==> config.mk <==
export PLATFORM = sky130hd
export DESIGN_NAME = humidity_temperature_frame_check_top
export DESIGN_NICKNAME = d
export VERILOG_FILES = /design/src/htfc_pkg.sv /design/src/htfc_frame.sv /design/src/htfc_convert.sv /design/src/humidity_temperature_frame_check_top.sv
export SDC_FILE = /design/constraint.sdc
export NUM_CORES = 1
export LEC_CHECK = 0
export BUFFER_PORTS_ARGS = -buffer_cell sky130_fd_sc_hd__buf_2
export CAP_MARGIN = 20
export CORE_MARGIN = 2
export CORE_UTILIZATION = 55
export CTS_BUF_LIST = sky130_fd_sc_hd__clkbuf_8 sky130_fd_sc_hd__clkbuf_16
export DETAILED_ROUTE_END_ITERATION = 10
export PLACE_DENSITY = 0.72
export SYNTH_ARGS = -nofsm -noshare
export SYNTH_HDL_FRONTEND = slang
export SYNTH_SLANG_ARGS = --single-unit
==> constraint.sdc <==
create_clock -name clk -period 18.7 [get_ports clk]
set_input_delay 1.87 -clock clk [delete_from_list [all_inputs] [get_ports clk]]
set_output_delay 1.87 -clock clk [all_outputs]
set_load 0.05 [all_outputs]
==> src/htfc_pkg.sv <==
// htfc_pkg: shared types, constants and the CRC-8 byte update for the
// humidity/temperature frame checker. No dependencies.
`default_nettype none

package htfc_pkg;

	// CRC-8, poly x^8+x^5+x^4+1, MSB first
	localparam logic [7:0] CRC_POLY = 8'h31;
	localparam logic [7:0] CRC_INIT = 8'hFF;
	localparam logic [7:0] CRC_MSB  = 8'h80;

	// byte positions inside one six-byte frame
	localparam logic [2:0] POS_TEMP_HI  = 3'd0;
	localparam logic [2:0] POS_TEMP_LO  = 3'd1;
	localparam logic [2:0] POS_TEMP_CRC = 3'd2;
	localparam logic [2:0] POS_HUM_HI   = 3'd3;
	localparam logic [2:0] POS_HUM_LO   = 3'd4;
	localparam logic [2:0] POS_HUM_CRC  = 3'd5;
	localparam logic [2:0] FRAME_LAST   = POS_HUM_CRC;

	// conversion: temp = 175*raw/65535 - 45, hum = 100*raw/65535
	localparam logic [7:0]        TEMP_SCALE  = 8'd175;
	localparam logic [7:0]        HUM_SCALE   = 8'd100;
	localparam logic signed [8:0] TEMP_OFFSET = 9'sd45;

	// register reset values
	localparam logic signed [8:0] TEMP_MIN_RST = -9'sd20;
	localparam logic signed [8:0] TEMP_MAX_RST = 9'sd125;
	localparam logic [6:0]        HUM_MIN_RST  = 7'd1;
	localparam logic [6:0]        HUM_MAX_RST  = 7'd100;

	typedef enum logic [1:0] {
		REG_TEMP_MIN = 2'd0,
		REG_TEMP_MAX = 2'd1,
		REG_HUM_MIN  = 2'd2,
		REG_HUM_MAX  = 2'd3
	} reg_idx_t;

	typedef enum logic [1:0] {
		ST_OK      = 2'd0,
		ST_CRC_ERR = 2'd1,
		ST_RANGE   = 2'd2
	} status_t;

	typedef struct packed {
		logic signed [8:0] temp_min;
		logic signed [8:0] temp_max;
		logic [6:0]        hum_min;
		logic [6:0]        hum_max;
	} cfg_t;

	// one complete frame handed from the byte assembler to the converter
	typedef struct packed {
		logic [15:0] temp_raw;
		logic [15:0] hum_raw;
		logic        temp_ok;
		logic        hum_ok;
	} frame_t;

	function automatic logic [7:0] crc8_byte(input logic [7:0] crc, input logic [7:0] b);
		logic [7:0] c;
		c = crc ^ b;
		for (int i = 0; i < 8; i++) begin
			if ((c & CRC_MSB) != 8'd0) begin
				c = {c[6:0], 1'b0} ^ CRC_POLY;
			end else begin
				c = {c[6:0], 1'b0};
			end
		end
		return c;
	endfunction

endpackage

`default_nettype wire

==> src/htfc_frame.sv <==
// htfc_frame: byte position tracking, CRC-8 check and raw word assembly.
// Depends on htfc_pkg.
`default_nettype none

module htfc_frame (
	input  wire logic            clk,
	input  wire logic            arst_n,
	input  wire logic            accept,
	input  wire logic [7:0]      data_byte,
	input  wire logic            frame_start,
	output logic                 frame_done,
	output htfc_pkg::frame_t     frame
);
	import htfc_pkg::*;

	logic [2:0]  pos_q;
	logic [7:0]  crc_q;
	logic [15:0] temp_raw_q;
	logic [15:0] hum_raw_q;
	logic        temp_ok_q;

	logic [2:0]  pos;
	logic [2:0]  pos_next;
	logic [7:0]  crc_base;
	logic [7:0]  crc_upd;
	logic [7:0]  crc_next;
	logic [15:0] temp_raw_next;
	logic [15:0] hum_raw_next;
	logic        temp_ok_next;

	always_comb begin
		pos      = pos_q;
		crc_base = crc_q;
		// start flag or a stray position restarts the frame
		if (frame_start || pos_q > FRAME_LAST) begin
			pos      = POS_TEMP_HI;
			crc_base = CRC_INIT;
		end
		crc_upd       = crc8_byte(crc_base, data_byte);
		crc_next      = crc_base;
		temp_raw_next = temp_raw_q;
		hum_raw_next  = hum_raw_q;
		temp_ok_next  = temp_ok_q;
		case (pos)
			POS_TEMP_HI: begin
				temp_raw_next = {data_byte, 8'h00};
				crc_next      = crc_upd;
			end
			POS_TEMP_LO: begin
				temp_raw_next = {temp_raw_q[15:8], data_byte};
				crc_next      = crc_upd;
			end
			POS_TEMP_CRC: begin
				temp_ok_next = (crc_base == data_byte);
				crc_next     = CRC_INIT;
			end
			POS_HUM_HI: begin
				hum_raw_next = {data_byte, 8'h00};
				crc_next     = crc_upd;
			end
			POS_HUM_LO: begin
				hum_raw_next = {hum_raw_q[15:8], data_byte};
				crc_next     = crc_upd;
			end
			POS_HUM_CRC: begin
				crc_next = CRC_INIT;
			end
			default: begin
				crc_next = crc_base;
			end
		endcase
		frame_done = (pos == FRAME_LAST);
		pos_next   = frame_done ? POS_TEMP_HI : pos + 3'd1;
	end

	assign frame.temp_raw = temp_raw_q;
	assign frame.hum_raw  = hum_raw_q;
	assign frame.temp_ok  = temp_ok_q;
	assign frame.hum_ok   = (crc_base == data_byte);

	always_ff @(posedge clk or negedge arst_n) begin
		if (!arst_n) begin
			pos_q      <= POS_TEMP_HI;
			crc_q      <= CRC_INIT;
			temp_raw_q <= 16'd0;
			hum_raw_q  <= 16'd0;
			temp_ok_q  <= 1'b0;
		end else if (accept) begin
			pos_q      <= pos_next;
			crc_q      <= crc_next;
			temp_raw_q <= temp_raw_next;
			hum_raw_q  <= hum_raw_next;
			temp_ok_q  <= temp_ok_next;
		end
	end

endmodule

`default_nettype wire

==> src/htfc_convert.sv <==
// htfc_convert: frame register, scaling, range check and result register,
// with the stall control of both stages. Depends on htfc_pkg.
`default_nettype none

module htfc_convert (
	input  wire logic                clk,
	input  wire logic                arst_n,
	input  wire logic                load,
	input  wire htfc_pkg::frame_t    frame,
	input  wire htfc_pkg::cfg_t      cfg,
	output logic                     can_take,
	output logic                     out_valid,
	input  wire logic                out_ready,
	output logic signed [8:0]        temperature,
	output logic [6:0]               humidity,
	output logic                     temp_crc_ok,
	output logic                     hum_crc_ok,
	output htfc_pkg::status_t        status
);
	import htfc_pkg::*;

	// floor(x / 65535) for x < 256*65535: q = (x + (x >> 16) + 1) >> 16
	function automatic logic [7:0] div_ffff(input logic [23:0] x);
		logic [24:0] s;
		s = {1'b0, x} + {17'd0, x[23:16]} + 25'd1;
		return s[23:16];
	endfunction

	logic   vld_s1;
	frame_t frm_s1;

	logic              vld_s2;
	logic signed [8:0] temp_s2;
	logic [6:0]        hum_s2;
	logic              temp_ok_s2;
	logic              hum_ok_s2;
	status_t           status_s2;

	logic              adv_s1;
	logic              adv_s2;
	logic [23:0]       temp_prod;
	logic [23:0]       hum_prod;
	logic [7:0]        temp_q;
	logic [7:0]        hum_q;
	logic signed [8:0] temp_val;
	logic [6:0]        hum_val;
	logic              in_range;
	status_t           status_val;

	assign adv_s2   = !vld_s2 || out_ready;
	assign adv_s1   = !vld_s1 || adv_s2;
	assign can_take = adv_s1;

	always_comb begin
		temp_prod = {8'd0, frm_s1.temp_raw} * {16'd0, TEMP_SCALE};
		hum_prod  = {8'd0, frm_s1.hum_raw} * {16'd0, HUM_SCALE};
		temp_q    = div_ffff(temp_prod);
		hum_q     = div_ffff(hum_prod);
		temp_val  = $signed({1'b0, temp_q}) - TEMP_OFFSET;
		hum_val   = hum_q[6:0];
		in_range  = (temp_val >= $signed(cfg.temp_min)) && (temp_val <= $signed(cfg.temp_max))
			&& (hum_val >= cfg.hum_min) && (hum_val <= cfg.hum_max);
		if (!(frm_s1.temp_ok && frm_s1.hum_ok)) begin
			status_val = ST_CRC_ERR;
		end else if (!in_range) begin
			status_val = ST_RANGE;
		end else begin
			status_val = ST_OK;
		end
	end

	always_ff @(posedge clk or negedge arst_n) begin
		if (!arst_n) begin
			vld_s1 <= 1'b0;
			vld_s2 <= 1'b0;
		end else begin
			if (adv_s1) begin
				vld_s1 <= load;
			end
			if (adv_s2) begin
				vld_s2 <= vld_s1;
			end
		end
	end

	always_ff @(posedge clk) begin
		if (adv_s1 && load) begin
			frm_s1 <= frame;
		end
		if (adv_s2 && vld_s1) begin
			temp_s2    <= temp_val;
			hum_s2     <= hum_val;
			temp_ok_s2 <= frm_s1.temp_ok;
			hum_ok_s2  <= frm_s1.hum_ok;
			status_s2  <= status_val;
		end
	end

	assign out_valid   = vld_s2;
	assign temperature = temp_s2;
	assign humidity    = hum_s2;
	assign temp_crc_ok = temp_ok_s2;
	assign hum_crc_ok  = hum_ok_s2;
	assign status      = status_s2;

endmodule

`default_nettype wire

==> src/humidity_temperature_frame_check_top.sv <==
// humidity_temperature_frame_check_top: top level, range registers and checks.
// Depends on htfc_pkg, htfc_frame and htfc_convert.
//
// Usage:
//  - Input channel (in_valid/in_ready): one beat carries one frame byte
//    (data_byte) and frame_start. Frame order: temp hi, temp lo, temp CRC,
//    hum hi, hum lo, hum CRC. frame_start forces the beat to byte 0 and
//    restarts the CRC; without it, frames simply follow one another.
//  - Output channel (out_valid/out_ready): one beat per completed frame with
//    temperature (signed degrees), humidity (percent), both CRC flags and
//    status (0 accepted, 1 CRC error, 2 out of range; CRC error wins).
//  - Config port: wr_en/wr_index/wr_data write one of temp_min, temp_max,
//    hum_min, hum_max, picked by wr_index; write only while the block is idle.
//  - Throughput: one byte per cycle while in_ready is high. The CRC update
//    sits between the input beat and the frame register; scaling and range
//    check sit between the frame register and the result register.
//  - Result path: the sixth byte's beat loads the frame register; from there
//    the result moves into the result register, which drives out_valid.
//  - Stall: the result register holds while out_ready is low; the frame
//    register still takes one more frame, after which in_ready drops.
//  - Reset (arst_n low): byte position 0, CRC 0xFF, pipeline empty, range
//    registers back to -20..125 degrees and 1..100 percent.
`default_nettype none

module humidity_temperature_frame_check_top (
	input  wire logic              clk,
	input  wire logic              arst_n,
	input  wire logic              in_valid,
	output logic                   in_ready,
	input  wire logic [7:0]        data_byte,
	input  wire logic              frame_start,
	output logic                   out_valid,
	input  wire logic              out_ready,
	output logic signed [8:0]      temperature,
	output logic [6:0]             humidity,
	output logic                   temp_crc_ok,
	output logic                   hum_crc_ok,
	output logic [1:0]             status,
	input  wire logic              wr_en,
	input  wire logic [1:0]        wr_index,
	input  wire logic [8:0]        wr_data
);
	import htfc_pkg::*;

	cfg_t    cfg_q;
	frame_t  frame;
	status_t status_int;
	logic    accept;
	logic    frame_done;
	logic    can_take;

	// range registers
	always_ff @(posedge clk or negedge arst_n) begin
		if (!arst_n) begin
			cfg_q.temp_min <= TEMP_MIN_RST;
			cfg_q.temp_max <= TEMP_MAX_RST;
			cfg_q.hum_min  <= HUM_MIN_RST;
			cfg_q.hum_max  <= HUM_MAX_RST;
		end else if (wr_en) begin
			case (reg_idx_t'(wr_index))
				REG_TEMP_MIN: cfg_q.temp_min <= $signed(wr_data);
				REG_TEMP_MAX: cfg_q.temp_max <= $signed(wr_data);
				REG_HUM_MIN:  cfg_q.hum_min  <= wr_data[6:0];
				REG_HUM_MAX:  cfg_q.hum_max  <= wr_data[6:0];
				default:      cfg_q          <= cfg_q;
			endcase
		end
	end

	assign in_ready = can_take;
	assign accept   = in_valid && in_ready;

	htfc_frame u_frame (
		.clk         (clk),
		.arst_n      (arst_n),
		.accept      (accept),
		.data_byte   (data_byte),
		.frame_start (frame_start),
		.frame_done  (frame_done),
		.frame       (frame)
	);

	htfc_convert u_convert (
		.clk         (clk),
		.arst_n      (arst_n),
		.load        (accept && frame_done),
		.frame       (frame),
		.cfg         (cfg_q),
		.can_take    (can_take),
		.out_valid   (out_valid),
		.out_ready   (out_ready),
		.temperature (temperature),
		.humidity    (humidity),
		.temp_crc_ok (temp_crc_ok),
		.hum_crc_ok  (hum_crc_ok),
		.status      (status_int)
	);

	assign status = status_int;

	// checks

	// status code tracks the two CRC flags
	a_crc_status: assert property (@(posedge clk) disable iff (!arst_n)
		out_valid |-> ((status == ST_CRC_ERR) == !(temp_crc_ok && hum_crc_ok)))
		else $error("status does not match CRC flags");

	// converted values stay within the sensor span and status is a defined code
	a_span: assert property (@(posedge clk) disable iff (!arst_n)
		out_valid |-> (humidity <= 7'd100 && temperature >= -9'sd45
			&& temperature <= 9'sd130 && status != 2'd3))
		else $error("converted value outside sensor span");

	// an accepted result lies inside the configured window
	a_window: assert property (@(posedge clk) disable iff (!arst_n)
		(out_valid && status == ST_OK) |-> (temperature >= cfg_q.temp_min
			&& temperature <= cfg_q.temp_max && humidity >= cfg_q.hum_min
			&& humidity <= cfg_q.hum_max))
		else $error("accepted result outside range window");

	// input side only stalls behind a blocked result
	a_stall: assert property (@(posedge clk) disable iff (!arst_n)
		!in_ready |-> (out_valid && !out_ready))
		else $error("in_ready low without output stall");

endmodule

`default_nettype wire
==> key figures, run 1 <==
Outcome
  • Status: finished clean

Logic synthesis
  • Post-synth EDFFs: 54
  • Adder-Cell Fraction of Synth Area: 29.94%
  • Post-synthesis xor/xnor area fraction: 5.693%
  • Simple-gate portion of the synthesized area: 9.410%
  • Multiplexer share of the synthesized area: 4.297%
  • #FFs+latches synth: 132
  • Avg Cell Area, Syn: 10.31 sq um
  • Gate Count Post-Synth: 1,087
  • Synth Flop Type: edfxtp_1
  • Synth Area in Compound Gates: 10.92%
  • Yosys warning total: 0
  • Synthesized area: 11,210 sq um
  • Proportion of synthesized chip area in sequential cells: 32.15%
  • Largest family of logic cells by synthesized area: adder cells
  • Mapped Nets: 1,341
  • Post-synth ARST share: 59.09%
  • Distinct cells, synth: 66

Critical path
  • Worst setup path class: register to register
  • Worst path required time: 18,870 ps
  • CP Buf/Inv Count: 3
  • Critical Path End Type: register
  • Worst Path Arrival: 8960 ps
  • CP max stage delay: 650 ps
  • CP top delay family: adder cells
  • Crit-path slowest cell: or4_1
  • Launching element type of the critical path: register
  • CP max FO: 11

Clock network
  • Hold-fix buffers, CTS: 0
  • Clock Path Buffers: 2
  • CTS sink count: 132
  • Inserted Clock Buffers: 17
  • CTS tree: done
  • Post-cts resize count: 0
  • Clk Latency, worst-skew pair: 430 ps
  • Clock root cell: clkbuf_16
  • # H-tree levels: 4
  • Clk pin slew, worst setup/hold paths: 60 ps
  • Postcts setup bufs: 0

Timing
  • Skew final: 14.33 ps
  • Min cycle time layout: 8796 ps
  • Hold Violations, Final: 0
  • Final setup viols: 0
  • Final period util: 47.03%
  • Relative slew margins: 32.56%
  • Fmax: 113.7 MHz
  • Worst-Margin Slew: 1003 ps
  • Post-route setup TNS: 0 ps
  • Unrepaired setup endpoints after global routing: false
  • Max Slew Vio Count: 0

Finish
  • Post-layout util: 61.35%
  • Commonest non-fill, non-tap cell in the layout: inv_1
  • Final-stage net count: 1,391
  • Most frequent cells in the layout: 208 x inv_1, 165 x ha_1, 64 x fa_1
  • Multi-input logic area: 6763 sq um
  • Area Overhead vs Synth: 10.02%
  • Fillers: 1,641
  • N_diodes: 0
  • Register area: 3603 sq um
  • Share of post-route cells with drive strength above 1: 13.57%

Power and ir drop
  • Cell Pwr Density: 119.2 nW/um^2
  • Clk pwr share: 22.0%
  • Worst vdd ir: 77.14 uV
  • Internal power component: 0.8855 mW
  • P_leak: 5.972 nW
  • Sequential Power Share: 27.9%
  • Gate power share: 50.1%
  • Sw Ratio: 39.75%
  • Switching power of the nets: 0.5841 mW

Die
  • Top-Level Pins: 47
  • Core box area: 20,100 sq um
  • Die area: 21,540 sq um
  • Row count: 52
  • Horiz. Die Dim: 146.8 um
  • Starting density of the core: 55.76%
  • Die Y: 146.8 um

Route
  • Detailed Route WL: 22,740 um
  • TritonRoute pass-1 iters: 5
  • DR iter-0 viols: 464
  • Antenna Nets Post-Route: 0
  • Vias/cell: 5.496
  • Drt wl/cell: 16.01 um
  • DRC viols: 0
  • Vias: 7,805

Global route
  • First-pass GRT wire length: 38,490 um
  • Initial antenna violation count: 0
  • GR Overflow Total: 0
  • Largest net degree at the start of global routing: 79
  • Gr usage total: 22.44%
  • Vias in the first global route: 7,871

Placement
  • Port bufs: 46
  • Routability cong.: 0.8672
  • DPL Wire Length: 17,890 um

Run
  • Maximum capacitance violations: 0

Min path
  • Min-delay worst type: register to register
==> flip-flops by register name (all words and copies together) (netlist names), 2 cells and up <==
signal	cells
u_convert.temperature	9
cfg_q	32
u_convert.frm_s1	34
u_frame.temp_raw_q	16
u_convert.status	2
u_frame.pos_q	3
u_frame.crc_q	8
u_convert.humidity	7
u_frame.hum_raw_q	16
==> cell usage after synthesis (3+ instances only) <==
| master | number | area (sq um) |
|---|---|---|
| o22a_1 | 8 | 70.07 |
| edfxtp_1 | 54 | 1622 |
| a2111oi_0 | 3 | 26.28 |
| nor2_1 | 48 | 180.2 |
| mux2_2 | 41 | 461.7 |
| xnor2_1 | 51 | 446.7 |
| and2_1 | 6 | 37.54 |
| a22o_1 | 18 | 157.7 |
| nor2b_1 | 19 | 118.9 |
| nor3b_1 | 4 | 30.03 |
| nor4_1 | 5 | 31.28 |
| ha_1 | 165 | 2064 |
| or4_1 | 4 | 30.03 |
| o21ai_0 | 31 | 155.2 |
| nand2_1 | 44 | 165.2 |
| dfrtp_1 | 54 | 1351 |
| o21a_1 | 10 | 75.07 |
| buf_2 | 6 | 30.03 |
| nand3_1 | 18 | 90.09 |
| a211oi_1 | 4 | 30.03 |
| o21ai_1 | 4 | 20.02 |
| buf_1 | 3 | 11.26 |
| and3_1 | 4 | 25.02 |
| a21o_1 | 21 | 157.7 |
| inv_1 | 207 | 777.0 |
| nor3_1 | 15 | 75.07 |
| a21oi_1 | 42 | 210.2 |
| o21bai_1 | 5 | 37.54 |
| nand4_1 | 13 | 81.33 |
| fa_1 | 64 | 1281 |
| nand3b_1 | 4 | 30.03 |
| nand2b_1 | 15 | 93.84 |
| a31oi_1 | 3 | 18.77 |
| clkbuf_1 | 9 | 33.78 |
| dfstp_2 | 24 | 630.6 |
| xor2_1 | 20 | 175.2 |
==> cell families after synthesis <==
| family | count (synthesis) |
|---|---|
| adder cells (fa/ha/maj) | 230 |
| AO/OA/AOI/OAI | 178 |
| multiplexers | 43 |
| AND/OR/NAND/NOR | 207 |
| flip-flops | 132 |
| XOR/XNOR | 72 |
| buffers and inverters | 225 |
==> per-layer routing <==
layer,up-vias,share of wire (%),GRT usage [%]
li1,3810,-,-
met1,3798,46,30.05
met2,166,49,37.63
met3,31,3.8,3.509
met4,0,1.9,7.379
met5,-,0,0
==> power groups by stage <==
stage / logic (mW) / clock network (mW) / registers, mW
after floorplan: 0.577 / 0 / 0.407
after global placement: 0.710 / 0 / 0.413
after detailed placement: 0.724 / 0 / 0.416
after CTS: 0.735 / 0.327 / 0.410
after global routing: 0.837 / 0.338 / 0.417
final: 0.737 / 0.323 / 0.410
==> metrics by stage <==
stage / worst slack [ps] / total power [mW] / std cells / hold slack [ps] / cell area, sq um
5_1_grt: 9251 / 1.592 / 1420 / 444.3 / 12330
3_3_place_gp: 10170 / 1.123 / 1387 / 422.4 / 11730
3_5_place_dp: 9987 / 1.139 / 1387 / 427.5 / 11730
2_1_floorplan: 10650 / 0.9843 / 1087 / 419.4 / 11210
4_1_cts: 9945 / 1.473 / 1419 / 438.5 / 12310
6_report: 9904 / 1.470 / 1420 / 437.1 / 12330
==> final timing paths <==
| check | start | end | slack [ps] | cells past startpoint |
|---|---|---|---|---|
| max | u_convert.frm_s1[24]$_DFFE_PP_ | u_convert.status[1]$_SDFFCE_PN0P_ | 9900 | 32 |
| min | u_frame.temp_raw_q[12]$_DFFE_PN0P_ | u_convert.frm_s1[30]$_DFFE_PP_ | 440 | 0 |
| max reg2reg | u_convert.frm_s1[24]$_DFFE_PP_ | u_convert.status[1]$_SDFFCE_PN0P_ | 9900 | 32 |
| min reg2reg | u_frame.temp_raw_q[12]$_DFFE_PN0P_ | u_convert.frm_s1[30]$_DFFE_PP_ | 440 | 0 |
| max in group asynchronous | arst_n | cfg_q[30]$_DFFE_PN1P_ | 16800 | 2 |
| min in group asynchronous | arst_n | u_frame.pos_q[2]$_DFFE_PN0P_ | 1270 | 1 |
==> final cells by class <==
cell class / count / area share [%]
repair buffers: 49 / 2.232
clock buffers: 17 / 3.449
clock inverters: 15 / 1.228
inverters: 207 / 6.300
multi-input cells: 730 / 54.83
flip-flops and latches: 132 / 29.22
well taps: 270 / 2.739
(Power assumes the default switching activity.)
==> inputs of run 2 (changes only) <==
==> constraint.sdc (replaced) <==
create_clock -name clk -period 8.8 [get_ports clk]
set_input_delay 0.88 -clock clk [delete_from_list [all_inputs] [get_ports clk]]
set_output_delay 0.88 -clock clk [all_outputs]
set_load 0.05 [all_outputs]
==> run 2 against run 1 <==
Net effect: first-iteration DRC count increased by 6.9%; largest cell class unchanged; worst setup slack got worse by 9400 ps; fmax increased by 5.6%; utilization increased by 1.2 points; clock power increased by 120%; clock skew decreased by 6.5 ps; critical endpoint unchanged.
==> key figures, run 2 (synthesized netlist as in run 1, its figures left out) <==
Outcome
  • Status: finished clean (unchanged)

Run
  • Maximum capacitance violations: 0 (unchanged)

Clock network
  • Clk Latency, worst-skew pair: 420 ps (was 430 ps)
  • Clk pin slew, worst setup/hold paths: 60 ps (about the same)
  • Inserted Clock Buffers: 17 (unchanged)
  • CTS tree: done (unchanged)
  • Hold-fix buffers, CTS: 0 (unchanged)
  • # H-tree levels: 4 (unchanged)
  • Clock root cell: clkbuf_16 (unchanged)
  • Clock Path Buffers: 2 (unchanged)
  • CTS sink count: 132 (unchanged)

Power and ir drop
  • Worst vdd ir: 155.5 uV (was 77.14 uV)
  • Cell Pwr Density: 254.0 nW/um^2 (was 119.2 nW/um^2)
  • P_leak: 6.084 nW (was 5.972 nW)

Finish
  • Multi-input logic area: 6833 sq um (was 6763 sq um)
  • Fillers: 1,606 (was 1,641)
  • Final-stage net count: 1,413 (was 1,391)
  • Share of post-route cells with drive strength above 1: 16.47% (was 13.57%)
  • Largest register FFs: 34 (unchanged)
  • Most frequent cells in the layout: 207 x inv_1, 163 x ha_1, 64 x fa_1 (was 208 x inv_1, 165 x ha_1, 64 x fa_1)
  • Commonest non-fill, non-tap cell in the layout: inv_1 (unchanged)
  • Register area: 3603 sq um (unchanged)
  • Biggest register: u_convert.frm_s1 (unchanged)
  • N_diodes: 0 (unchanged)
  • Non-filler cells, final: 1,442 (was 1,420)
  • Regs by FF count: u_convert.frm_s1 x34, cfg_q x32 (unchanged)
  • Area Overhead vs Synth: 12.26% (was 10.02%)

Route
  • DRC viols: 0 (unchanged)
  • DR iter-0 viols: 496 (was 464)
  • Antenna Nets Post-Route: 0 (unchanged)
  • Detailed Route WL: 23,180 um (was 22,740 um)
  • Drt wl/cell: 16.08 um (was 16.01 um)
  • Vias: 7,912 (was 7,805)
  • TritonRoute pass-1 iters: 5 (unchanged)
  • Vias/cell: 5.487 (was 5.496)

Global route
  • Vias in the first global route: 7,898 (was 7,871)
  • GR Overflow Total: 0 (unchanged)
  • First-pass GRT wire length: 38,330 um (was 38,490 um)
  • Initial antenna violation count: 0 (unchanged)
  • Largest net degree at the start of global routing: 79 (unchanged)
  • Gr usage total: 22.32% (was 22.44%)

Critical path
  • Crit-path slowest cell: or4_4 (was or4_1)
  • CP max FO: 7 (was 11)
  • Worst Path Arrival: 8490 ps (was 8960 ps)
  • CP max stage delay: 590 ps (was 650 ps)
  • Critical Path Start: u_convert.frm_s1[23]$_DFFE_PP_ (was u_convert.frm_s1[24]$_DFFE_PP_)
  • Worst r2r src: u_convert.frm_s1[23]$_DFFE_PP_ (was u_convert.frm_s1[24]$_DFFE_PP_)
  • Critical Path End Type: register (unchanged)
  • Crit-path most repeated cell: ha_1
  • Launching element type of the critical path: register (unchanged)
  • Worst path required time: 8960 ps (was 18,870 ps)
  • Worst setup path class: register to register (unchanged)

Die
  • Core box area: 20,100 sq um (unchanged)
  • Row count: 52 (unchanged)
  • Die Y: 146.8 um (unchanged)
  • Top-Level Pins: 47 (unchanged)
  • Die area: 21,540 sq um (unchanged)
  • Horiz. Die Dim: 146.8 um (unchanged)
  • Starting density of the core: 55.76% (unchanged)

Timing
  • Hold Violations, Final: 0 (unchanged)
  • WHS: 271.2 ps (was 437.1 ps)
  • Fmax: 120.0 MHz (was 113.7 MHz)
  • Worst setup margin: 467.8 ps (was 9904 ps)
  • Relative slew margins: 30.93% (was 32.56%)
  • Min cycle time layout: 8332 ps (was 8796 ps)
  • Max Slew Vio Count: 0 (unchanged)
  • Final setup viols: 0 (unchanged)
  • Final period util: 94.68% (was 47.03%)
  • Skew final: 7.794 ps (was 14.33 ps)
  • Worst-Margin Slew: 1027 ps (was 1003 ps)

Min path
  • Min-delay worst type: primary input to asynchronous set/reset pin (was register to register)

Placement
  • Port bufs: 46 (unchanged)
  • Placed cell count: 1,390 (was 1,387)
  • Dpl ws: 133.3 ps (was 9987 ps)
  • Routability cong.: 0.8630 (was 0.8672)
  • DPL Wire Length: 18,090 um (was 17,890 um)
## run 2: cell count changes in the layout (fill, tap and decap cells not counted), sizes merged
cell	delta
clkinv	-5
clkinvlp	+2
buf	+22
inv	+3
## run 2: per-stage QoR
stage | util (%) | TNS (ps) | area [sq um] | total power [mW]
2_1_floorplan | - | 0 | 11210 | 2.092
3_3_place_gp | 58.45 | 0 | 11750 | 2.395
3_5_place_dp | 58.45 | 0 | 11750 | 2.428
4_1_cts | 61.40 | 0 | 12340 | 3.152
5_1_grt | 62.59 | -75.03 | 12580 | 3.437
6_report | 62.59 | 0 | 12580 | 3.196
## run 2: final timing paths
kind	slack [ps]	end	cells past startpoint
worst max-delay path	470	u_convert.status[1]$_SDFFCE_PN0P_	35
worst min-delay path	270	u_frame.temp_ok_q$_DFFE_PN0P_	1
worst max register to register	470	u_convert.status[1]$_SDFFCE_PN0P_	35
worst min register to register	440	u_convert.frm_s1[26]$_DFFE_PP_	0
max in group asynchronous	7910	cfg_q[29]$_DFFE_PN1P_	2
min in group clk	440	u_convert.frm_s1[26]$_DFFE_PP_	0
## run 2: final cells by class
type	count	area share, %
multi-input combinational	730	54.30
sequential	132	28.64
inverter	207	6.175
timing repair buffer	71	3.500
clock buffer	17	3.381
tap	270	2.685
clock inverter	15	1.322
## run 2: layer usage
| layer | vias up | GRT usage [%] | wire length [um] |
|---|---|---|---|
| met5 | - | 0 | 0 |
| met2 | 155 | 38.31 | 11350 |
| li1 | 3853 | - | - |
| met1 | 3865 | 29.89 | 10630 |
| met3 | 39 | 2.360 | 709 |
| met4 | 0 | 7.330 | 488 |
## run 2: power by group
group	switching [mW]	internal, mW
clock	0.302	0.403
sequential	0.0685	0.803
combinational	0.907	0.712
## run 2: worst max-delay path, delay by kind of cell, from the launching register on
| kind | cells | cell delay [ps] |
|---|---|---|
| XOR/XNOR | 2 | 440 |
| AO/OA/AOI/OAI | 14 | 2000 |
| AND/OR/NAND/NOR | 8 | 2170 |
| adder cells (fa/ha/maj) | 7 | 2590 |
| flip-flops | 1 | 440 |
| buffers and inverters | 4 | 430 |
## run 2: timing repair
item,in CTS,in global routing
endpoints found under the setup margin,0,1
gates resized for setup,0,15
buffers inserted,0,19
